`config.mk`:
```
export PLATFORM = sky130hd
export DESIGN_NAME = kiss_frame_deframer
export DESIGN_NICKNAME = d
export VERILOG_FILES = /design/src/sv/kfd_pkg.sv /design/src/sv/kiss_frame_deframer.sv /design/src/sv/kfd_front.sv /design/src/sv/kfd_queue.sv /design/src/sv/kfd_back.sv
export SDC_FILE = /design/constraint.sdc
export NUM_CORES = 1
export LEC_CHECK = 0
export BUFFER_PORTS_ARGS = -buffer_cell sky130_fd_sc_hd__buf_4
export CAP_MARGIN = 25
export CORE_MARGIN = 2
export CORE_UTILIZATION = 55
export DETAILED_ROUTE_END_ITERATION = 16
export PLACE_DENSITY_LB_ADDON = 0.25
export SYNTH_ARGS = -nofsm -noshare
export SYNTH_HDL_FRONTEND = slang
export SYNTH_SLANG_ARGS = --single-unit
```
`constraint.sdc`:
```
create_clock -name clock -period 10.95 [get_ports clock]
set_input_delay 0 -clock clock [delete_from_list [all_inputs] [get_ports clock]]
set_output_delay 0 -clock clock [all_outputs]
set_load 0.02 [all_outputs]
```
`src/sv/kfd_pkg.sv`:
```
`default_nettype none
package kfd_pkg;

   // KISS special characters
   localparam logic [7:0] KISS_FEND  = 8'hC0;
   localparam logic [7:0] KISS_FESC  = 8'hDB;
   localparam logic [7:0] KISS_TFEND = 8'hDC;
   localparam logic [7:0] KISS_TFESC = 8'hDD;

   localparam int QUEUE_DEPTH = 4;
   localparam int QUEUE_AW    = $clog2(QUEUE_DEPTH);

   localparam int LEN_W = 9;

   typedef enum logic {
      KIND_DATA = 1'b0,
      KIND_END  = 1'b1
   } kind_type;

   typedef enum logic [1:0] {
      ST_GOOD      = 2'd0,
      ST_OVERFLOW  = 2'd1,
      ST_NOT_DATA  = 2'd2,
      ST_BAD_PORT  = 2'd3
   } status_type;

   // One classified event from the front end: a frame boundary or a byte.
   typedef struct packed {
      logic       is_end;
      logic [7:0] value;
   } event_type;

   typedef struct packed {
      logic full;
      logic empty;
   } q_status_type;

   typedef struct packed {
      kind_type       kind;
      logic [7:0]     data_byte;
      logic [3:0]     port;
      logic [LEN_W-1:0] payload_length;
      status_type     status;
   } result_type;

endpackage
`default_nettype wire

```
`src/sv/kiss_frame_deframer.sv`:
```
// KISS receive deframer.
// The req_ stream carries raw bytes from the serial line, one request per byte.
// The rsp_ stream returns a result per payload byte of an accepted data frame
// (rsp_tuser low) and one end-of-frame result per nonempty frame (rsp_tuser
// high) that reports the port, the payload length and a status code.
// The max_ports register is written through csr_wr_en and csr_wr_data; the
// user must write it only while the block is idle, which the block itself
// does not enforce. Reset sets it to zero, which rejects every port. A byte
// is taken every cycle while the event queue is not full. Its result, if any,
// reaches the rsp_ side through the event queue and the output register: the
// escape decoder writes the event queue at the accepting edge, and the frame
// tracker loads its output register when it takes the event from the queue.
// Sustained throughput is one byte per cycle while rsp_tready stays high. When
// the receiver stalls, a result waits in the output register and the
// four-entry event queue fills; req_tready falls once that queue is full. Reset
// empties the queue, drops any partial frame and escape, and clears the output valid flag.
`default_nettype none
module kiss_frame_deframer #(
   parameter int MAX_FRAME = 400
) (
   input  wire logic        clock,
   input  wire logic        reset,
   // Configuration: max_ports
   input  wire logic        csr_wr_en,
   input  wire logic [4:0]  csr_wr_data,
   // Request stream
   input  wire logic        req_tvalid,
   output logic             req_tready,
   input  wire logic [7:0]  req_tdata,    // [7:0] rx_byte
   // Result stream
   output logic             rsp_tvalid,
   input  wire logic        rsp_tready,
   output logic [23:0]      rsp_tdata,    // [7:0] data_byte, [11:8] port,
                                          // [20:12] payload_length, [22:21] status
   output logic             rsp_tuser     // [0] kind
);
   import kfd_pkg::*;

   logic         max_ports_ff;
   logic [4:0]   ports_ff;
   logic         byte_take;
   logic         push;
   event_type    push_event;
   event_type    head_event;
   q_status_type q_status;
   logic         pop;
   result_type   result;

   // The register itself; the extra flop only records that a write has been seen.
   always_ff @(posedge clock) begin
      if (reset) begin
         ports_ff     <= 5'd0;
         max_ports_ff <= 1'b0;
      end else if (csr_wr_en) begin
         ports_ff     <= csr_wr_data;
         max_ports_ff <= 1'b1;
      end
   end

   assign req_tready = !q_status.full;
   assign byte_take  = req_tvalid && req_tready;

   // Front end: undoes escaping and turns each byte other than an escape prefix into a queue event.
   kfd_front u_front (
      .clock      (clock),
      .reset      (reset),
      .byte_take  (byte_take),
      .rx_byte    (req_tdata),
      .push       (push),
      .push_event (push_event)
   );

   kfd_queue u_queue (
      .clock      (clock),
      .reset      (reset),
      .push       (push),
      .push_event (push_event),
      .pop        (pop),
      .head_event (head_event),
      .status     (q_status)
   );

   // Back end: tracks the frame and produces results.
   kfd_back #(
      .MAX_FRAME (MAX_FRAME)
   ) u_back (
      .clock      (clock),
      .reset      (reset),
      .max_ports  (ports_ff),
      .q_status   (q_status),
      .head_event (head_event),
      .pop        (pop),
      .out_valid  (rsp_tvalid),
      .out_ready  (rsp_tready),
      .out_result (result)
   );

   assign rsp_tuser = result.kind;
   assign rsp_tdata = {1'b0, result.status, result.payload_length,
                       result.port, result.data_byte};

   // The queue is never written while it is full.
   assert property (@(posedge clock) disable iff (reset) push |-> !q_status.full)
      else $error("event queue overrun");

   // Nothing is taken from an empty queue.
   assert property (@(posedge clock) disable iff (reset) pop |-> !q_status.empty)
      else $error("event queue underrun");

   // Payload results carry no length and a good status.
   assert property (@(posedge clock) disable iff (reset)
      (rsp_tvalid && rsp_tuser == KIND_DATA) |->
         (result.payload_length == '0 && result.status == ST_GOOD))
      else $error("payload result with end-of-frame fields");

   // A result never appears without an event having been taken the cycle before.
   assert property (@(posedge clock) disable iff (reset)
      $rose(rsp_tvalid) |-> $past(pop))
      else $error("result without an event");

   // Without any configuration write, every data frame is rejected.
   assert property (@(posedge clock) disable iff (reset)
      (rsp_tvalid && !max_ports_ff) |-> rsp_tuser == KIND_END)
      else $error("payload emitted with no ports enabled");

endmodule
`default_nettype wire

```
`src/sv/kfd_front.sv`:
```
`default_nettype none
module kfd_front (
   input  wire logic                clock,
   input  wire logic                reset,
   input  wire logic                byte_take,
   input  wire logic [7:0]          rx_byte,
   output logic                     push,
   output kfd_pkg::event_type       push_event
);
   import kfd_pkg::*;

   logic esc_ff;
   logic esc_in;

   always_comb begin
      esc_in           = esc_ff;
      push             = 1'b0;
      push_event.is_end = 1'b0;
      push_event.value  = rx_byte;
      if (byte_take) begin
         if (rx_byte == KISS_FEND) begin
            // A boundary always ends the frame and drops any pending escape.
            push              = 1'b1;
            push_event.is_end = 1'b1;
            esc_in            = 1'b0;
         end else if (esc_ff && rx_byte == KISS_TFESC) begin
            push             = 1'b1;
            push_event.value = KISS_FESC;
            esc_in           = 1'b0;
         end else if (esc_ff && rx_byte == KISS_TFEND) begin
            push             = 1'b1;
            push_event.value = KISS_FEND;
            esc_in           = 1'b0;
         end else if (rx_byte == KISS_FESC) begin
            // Unknown escapes fall through, so a second FESC starts anew.
            esc_in = 1'b1;
         end else begin
            push   = 1'b1;
            esc_in = 1'b0;
         end
      end
   end

   always_ff @(posedge clock) begin
      if (reset) begin
         esc_ff <= 1'b0;
      end else begin
         esc_ff <= esc_in;
      end
   end

endmodule
`default_nettype wire

```
`src/sv/kfd_queue.sv`:
```
`default_nettype none
module kfd_queue (
   input  wire logic                clock,
   input  wire logic                reset,
   input  wire logic                push,
   input  wire kfd_pkg::event_type  push_event,
   input  wire logic                pop,
   output kfd_pkg::event_type       head_event,
   output kfd_pkg::q_status_type    status
);
   import kfd_pkg::*;

   event_type           slot_ff [QUEUE_DEPTH];
   logic [QUEUE_AW-1:0] wr_ptr_ff, wr_ptr_in;
   logic [QUEUE_AW-1:0] rd_ptr_ff, rd_ptr_in;
   logic [QUEUE_AW:0]   fill_ff, fill_in;

   assign head_event   = slot_ff[rd_ptr_ff];
   assign status.full  = (fill_ff == (QUEUE_AW+1)'(QUEUE_DEPTH));
   assign status.empty = (fill_ff == '0);

   always_comb begin
      wr_ptr_in = push ? wr_ptr_ff + 1'b1 : wr_ptr_ff;
      rd_ptr_in = pop  ? rd_ptr_ff + 1'b1 : rd_ptr_ff;
      fill_in   = fill_ff;
      if (push && !pop) begin
         fill_in = fill_ff + 1'b1;
      end else if (pop && !push) begin
         fill_in = fill_ff - 1'b1;
      end
   end

   always_ff @(posedge clock) begin
      if (reset) begin
         wr_ptr_ff <= '0;
         rd_ptr_ff <= '0;
         fill_ff   <= '0;
      end else begin
         wr_ptr_ff <= wr_ptr_in;
         rd_ptr_ff <= rd_ptr_in;
         fill_ff   <= fill_in;
      end
   end

   always_ff @(posedge clock) begin
      if (push) begin
         slot_ff[wr_ptr_ff] <= push_event;
      end
   end

endmodule
`default_nettype wire

```
`src/sv/kfd_back.sv`:
```
`default_nettype none
module kfd_back #(
   parameter int MAX_FRAME = 400
) (
   input  wire logic                  clock,
   input  wire logic                  reset,
   input  wire logic [4:0]            max_ports,
   input  wire kfd_pkg::q_status_type q_status,
   input  wire kfd_pkg::event_type    head_event,
   output logic                       pop,
   output logic                       out_valid,
   input  wire logic                  out_ready,
   output kfd_pkg::result_type        out_result
);
   import kfd_pkg::*;

   localparam int CW = $clog2(MAX_FRAME + 1);

   logic [CW-1:0] count_ff, count_in;
   logic          ovf_ff, ovf_in;
   logic [7:0]    cmd_ff, cmd_in;
   logic          valid_ff, valid_in;
   result_type    result_ff, result_in;

   logic [3:0]    port;
   logic          accepted;
   logic [CW-1:0] len_full;

   assign port      = cmd_ff[7:4];
   assign accepted  = (cmd_ff[3:0] == 4'h0) && ({1'b0, port} < max_ports);
   assign len_full  = count_ff - CW'(1);
   assign pop       = !q_status.empty && (!valid_ff || out_ready);
   assign out_valid = valid_ff;
   assign out_result = result_ff;

   always_comb begin
      count_in  = count_ff;
      ovf_in    = ovf_ff;
      cmd_in    = cmd_ff;
      valid_in  = valid_ff && !out_ready;
      result_in = result_ff;
      if (pop) begin
         if (head_event.is_end) begin
            if (count_ff != '0) begin
               valid_in                 = 1'b1;
               result_in.kind           = KIND_END;
               result_in.data_byte      = 8'h00;
               result_in.port           = port;
               result_in.payload_length = LEN_W'(len_full);
               if (ovf_ff) begin
                  result_in.status = ST_OVERFLOW;
               end else if (cmd_ff[3:0] != 4'h0) begin
                  result_in.status = ST_NOT_DATA;
               end else if (!accepted) begin
                  result_in.status = ST_BAD_PORT;
               end else begin
                  result_in.status = ST_GOOD;
               end
            end
            count_in = '0;
            ovf_in   = 1'b0;
         end else if (count_ff < CW'(MAX_FRAME)) begin
            if (count_ff == '0) begin
               cmd_in = head_event.value;
            end else if (accepted) begin
               valid_in                 = 1'b1;
               result_in.kind           = KIND_DATA;
               result_in.data_byte      = head_event.value;
               result_in.port           = port;
               result_in.payload_length = '0;
               result_in.status         = ST_GOOD;
            end
            count_in = count_ff + 1'b1;
         end else begin
            // Frame is full: the byte is dropped and the frame is marked.
            ovf_in = 1'b1;
         end
      end
   end

   always_ff @(posedge clock) begin
      if (reset) begin
         count_ff <= '0;
         ovf_ff   <= 1'b0;
         cmd_ff   <= 8'h00;
         valid_ff <= 1'b0;
      end else begin
         count_ff <= count_in;
         ovf_ff   <= ovf_in;
         cmd_ff   <= cmd_in;
         valid_ff <= valid_in;
      end
   end

   always_ff @(posedge clock) begin
      result_ff <= result_in;
   end

endmodule
`default_nettype wire
```
Word-level counts from Yosys, hierarchy flattened:

Memories as Yosys holds them, arrays and structs flattened. A register that Yosys moved wholly into a read port is not among the register bits.
Cells that the tools add are included.
Widths: inputs -> output; s select.

* register bits: 56
* RAM bits: 36
* input bits: 18
* output and inout port bits: 27
* word-level logic and storage cells: 97
* memories: 1

* add/sub/neg operators: 6
* magnitude comparators: 2
* eq/ne operators: 8
* mux-type cells: 38
* bitwise operators: 1
* reductions and logical operators: 27

Memory list
* u_queue.slot_ff: depth 4, bits a word 9, rd ports 1, clocked after Yosys merged registers in 1, write ports 1, line kfd_queue.sv:13 `event_type slot_ff [QUEUE_DEPTH];`

Operator list (count)
* $mux 24: 5
* $eq 8x8->1 const B: 4
* $mux 9: 3
* $mux 8: 3
* $mux 1: 20
* $mux 2: 5
* $add 9x1->9 const B: 1
* $logic_not 9->1: 1
* $lt 9x9->1 const B: 1
* $reduce_bool 9->1: 1
* $sub 9x1->9 const B: 1
* $logic_and 1x1->1: 8
* $logic_not 1->1: 6
* $mux 3: 2
* $reduce_bool 2->1: 3
* $lt 4x5->1: 1
* $reduce_and 5->1: 1
* $add 2x1->2 const B: 2
* $logic_not 4->1: 1
* $ne 2x2->1 const B: 2
* $reduce_and 2->1: 2
* $reduce_and 4->1: 1
* $reduce_bool 4->1: 1
* $add 3x1->3 const B: 1
* 6 further kinds: 6

Longest topological paths before layout:

* depth in word-level cells: 10
* gate-level depth with buffers: 10
* depth with buffers taken out: 9

Modules after synthesis:

Synthesis repeated with hierarchy kept, for this count alone.

* cells, all modules: 319
* area total of the unflattened synthesis: 4115.2 um2

By module, submodules not included
* kfd_back: times used 1, cells an instance 185, area each 1983.2 um2, sequential area each 1101.1 um2
* kfd_queue: times used 1, cells an instance 91, area each 1729.2 um2, sequential area each 1261.2 um2
* kfd_front: times used 1, cells an instance 23, area each 201.4 um2, sequential area each 20.0 um2
* kiss_frame_deframer: times used 1, cells an instance 20, area each 201.4 um2, sequential area each 100.1 um2

Worst setup path before layout:

Ideal clock, no wire load.

* kind: flip-flop to flip-flop
* start point: register ports_ff[2]
* end point: register u_back.result_ff (netlist bit u_back.out_result[0]) (enable)
* library setup time: 442 ps
* data arrival time: 3061 ps
* required time: 10508 ps
* setup slack: 7446 ps
* cell stages (with the launch flop): 8
* period minus slack after synthesis: 3504 ps
* cell sequence: dfxtp_1 inv_1 ha_1 a21oi_1 o21ai_0 a21oi_1 o21ai_0 a211oi_1

* cells in the longest elaborated chain, start to end: 4

RTL lines
* start: declaration: line kiss_frame_deframer.sv:40 `logic [4:0] ports_ff;`
* start signal: assignment: line kiss_frame_deframer.sv:55 `ports_ff <= csr_wr_data;`
* $lt 4x5->1: line kfd_back.sv:30 `assign accepted = (cmd_ff[3:0] == 4'h0) && ({1'b0, port} < max_ports);`
* $logic_and 1x1->1: line kfd_back.sv:30
* $reduce_bool 2->1 (no source line)
* $reduce_and 5->1 (no source line)
* end signal: assignment: line kfd_back.sv:96 `result_ff <= result_in;`
* end: declaration: line kfd_back.sv:23 `result_type result_ff, result_in;`

No other way between the ends.
A chain may end at the register's enable or synchronous reset.

Worst setup path after layout:

* start point: register ports_ff[2]
* end point: register u_back.result_ff (netlist bit u_back.out_result[23]) (enable)

Same word-level chain as after synthesis.

==> flow_metrics.py <==
metrics = {
    "run_status": {
        "outcome": "complete, no violations",
    },
    "power": {
        "leakage_uw": 0.00181,
        "p_comb_share_pct": 33.8,
        "p_switching_uw": 378,
        "vdd.ir_drop.worst_v": 0.0000962,
        "clockPowerShare_pct": 21.3,
        "p_seq_share_pct": 45.0,
        "power.density_mw_per_mm2": 234,
        "power.internal_uw": 741,
        "power_uw": 1120,
        "swShare_pct": 33.8,
    },
    "timing": {
        "setup_viol": 0,
        "rsz0062_at_grt": "false",
        "final.setup.tns_ps": 0,
        "skew_ps": 18.7,
        "period_minus_slack_ps": 2580,
        "hold_viol_final": 0,
        "tightest_slew_ps": 591,
        "timing.fmax_mhz": 388,
        "fin_crit_sh_pct": 23.5,
        "drv_slew": 0,
        "slew_headroom_pct": 60.5,
    },
    "placed_design": {
        "place_inst": 432,
        "io_buffers": 43,
        "place_congestion": 0.810,
        "dp_hpwl_mm": 4.51,
    },
    "worst_setup_path": {
        "worst-path-max-fanout": 14,
        "crit_path_end_kind": "register",
        "cp.arrival_ps": 2650,
        "critPathKind": "reg2reg",
        "critPathLaunchType": "register",
        "cp_data_required_time_ps": 11030,
    },
    "final_layout": {
        "fin_util_pct": 67.1,
        "area_growth_syn_to_layout_pct": 19.8,
        "layout_common_cells": "edfxtp_1 (60), buf_4 (43), nor2_1 (42)",
        "antenna_cells": 0,
        "layout_commonest_cell": "edfxtp_1",
        "stdcell_count": 468,
        "nNetsFinal": 394,
        "drive_gt1_share_pct": 19.5,
    },
    "global_route": {
        "antenna_found_initial": 0,
        "grt.total_usage_pct": 18.5,
        "grt_max_degree": 28,
        "grt_remaining_overflow": 0,
        "first_global_vias": 2323,
        "grt_pass1_wl_mm": 10.9,
    },
    "clock_network": {
        "clk_pin_slew_ps": 100,
        "cts_buffer_depth": 2,
        "tritoncts": "yes",
        "worstSkewPairLatency_ps": 370,
        "root_buffer": "clkbuf_8",
        "clock-sinks": 94,
        "cts_setup_buffers": 0,
        "tritoncts.num_buffers": 9,
        "htree_num_levels": 3,
    },
    "floorplan": {
        "die_x_um": 89.2,
        "ios": 45,
        "die-area_mm2": 0.00796,
        "initial_core_util_pct": 56.0,
        "core.rowCount": 31,
        "die_h_um": 89.2,
        "core_area_mm2": 0.00714,
    },
    "logic_synthesis": {
        "synthTopCellsByArea": "edfxtp_1 (45%), dfxtp_1 (17%), mux2i_1 (4.3%)",
        "ys_types": 46,
        "postSynthCellCount": 308,
        "async_flop_share_pct": 0,
        "synth_ff_type": "edfxtp_1",
        "ys_seq_elements": 94,
        "yosys_warnings": 0,
        "synth_top_area_share_pct": 45.1,
        "synth-edff-count": 60,
        "synth_area_per_cell_um2": 13.0,
        "syn-cell-area_mm2": 0.00400,
        "yosys.area.top_type": "edfxtp_1",
        "yosysSeqAreaShare_pct": 62.1,
        "syn_nets": 338,
    },
    "detailed_routing": {
        "route.detailed.drc": 0,
        "drt-initial-drc-count": 102,
        "vias": 2371,
        "first_pass_iters": 4,
        "antenna_left": 0,
        "wl_per_cell_um": 14.2,
        "via_per_inst": 5.07,
        "finalWirelength_mm": 6.66,
    },
    "worst_hold_path": {
        "min_path_type": "in2reg",
    },
    "job": {
        "drv_cap": 0,
    },
}
[metrics by stage]
step	worst slack (ps)	hold WS [ps]	instance area, um^2
5_1_grt	8190	34.7	4790
3_5_place_dp	8380	217	4380
6_report	8370	46.8	4790
2_1_floorplan	7450	147	4000
4_1_cts	8360	27.9	4790
3_3_place_gp	8210	212	4360
[cells by family after synthesis]
logic type / after synthesis / share of synthesized area [%]
AO/OA/AOI/OAI: 29 / 5.01
multiplexers: 26 / 9.42
AND/OR/NAND/NOR: 98 / 12.5
buffers and inverters: 34 / 3.82
other: 1 / 0.0938
XOR/XNOR: 14 / 3.07
adder cells (fa/ha/maj): 12 / 3.94
flip-flops: 94 / 62.1
[worst paths after layout]
kind	slack, ps	cells after the start	start	end
setup / recovery	8370	8	ports_ff[2]	u_back.out_result[23]
hold / removal	50	3	req_tdata[2]	u_queue.slot_ff[3][2]
setup reg to reg	8370	8	ports_ff[2]	u_back.out_result[23]
hold reg to reg	480	0	u_back.cmd_ff[5]	u_back.out_result[12]
[power by group through the flow]
stage / clock network (uW) / logic [uW] / registers, uW
floorplan: 0 / 261 / 524
global placement: 0 / 360 / 510
detailed placement: 0 / 373 / 512
CTS: 242 / 381 / 504
global route: 257 / 422 / 512
finish: 238 / 378 / 503
[layer usage]
| metal | GRT usage, % | share of wire, % | vias to the layer above |
|---|---|---|---|
| met1 | 23.7 | 45 | 1094 |
| li1 | - | - | 1207 |
| met3 | 4.71 | 4.5 | 8 |
| met5 | 0 | 0 | - |
| met4 | 8.14 | 1.5 | 0 |
| met2 | 29.8 | 49 | 62 |
[cells in the mapped netlist, drive strengths merged (4+ instances only)]
cell type  number
edfxtp         60
and2            7
nor3            7
mux2i          17
clkbuf         12
inv            15
a21oi          10
mux4            8
nand3           5
nor4            4
buf             7
dfxtp          34
o21ai           7
xnor2           9
and3            4
ha             11
nor2           42
nand2           7
or3             4
nor2b           9
xor2            5
[registers in the layout (all words and copies together), names as in the netlist, named ones only]
name and flops:
u_queue.slot_ff 36, u_back.out_result 24, u_back.count_ff 9, u_back.cmd_ff 8, ports_ff 5, u_queue.fill_ff 3, u_queue.rd_ptr_ff 2, u_queue.wr_ptr_ff 2
u_back.out_valid 1, u_back.ovf_ff 1, u_front.esc_ff 1
[repair_timing]
item | 4_1_cts | 5_1_grt
hold buffers | 20 | 0
hold endpoints to repair | 37 | 0
gates resized for setup | 0 | 0
[critical path, stage by stage, from the launching register on]
cell,delay [ps]
dfxtp_1,350
inv_1,50
ha_1,300
a21oi_1,150
o21ai_0,100
a21oi_1,270
o21ai_0,210
a211oi_4,620
buf_8,240
[cell type report]
cell class / count / area [um^2]
clock buffer: 9 / 124
clock inverter: 7 / 85.1
fill: 552 / 2350
inverter: 15 / 61.3
multi-input combinational: 180 / 1370
sequential: 94 / 2480
tap: 99 / 124
timing repair buffer: 64 / 538
No activity file was read; power rests on OpenSTA's default activity.
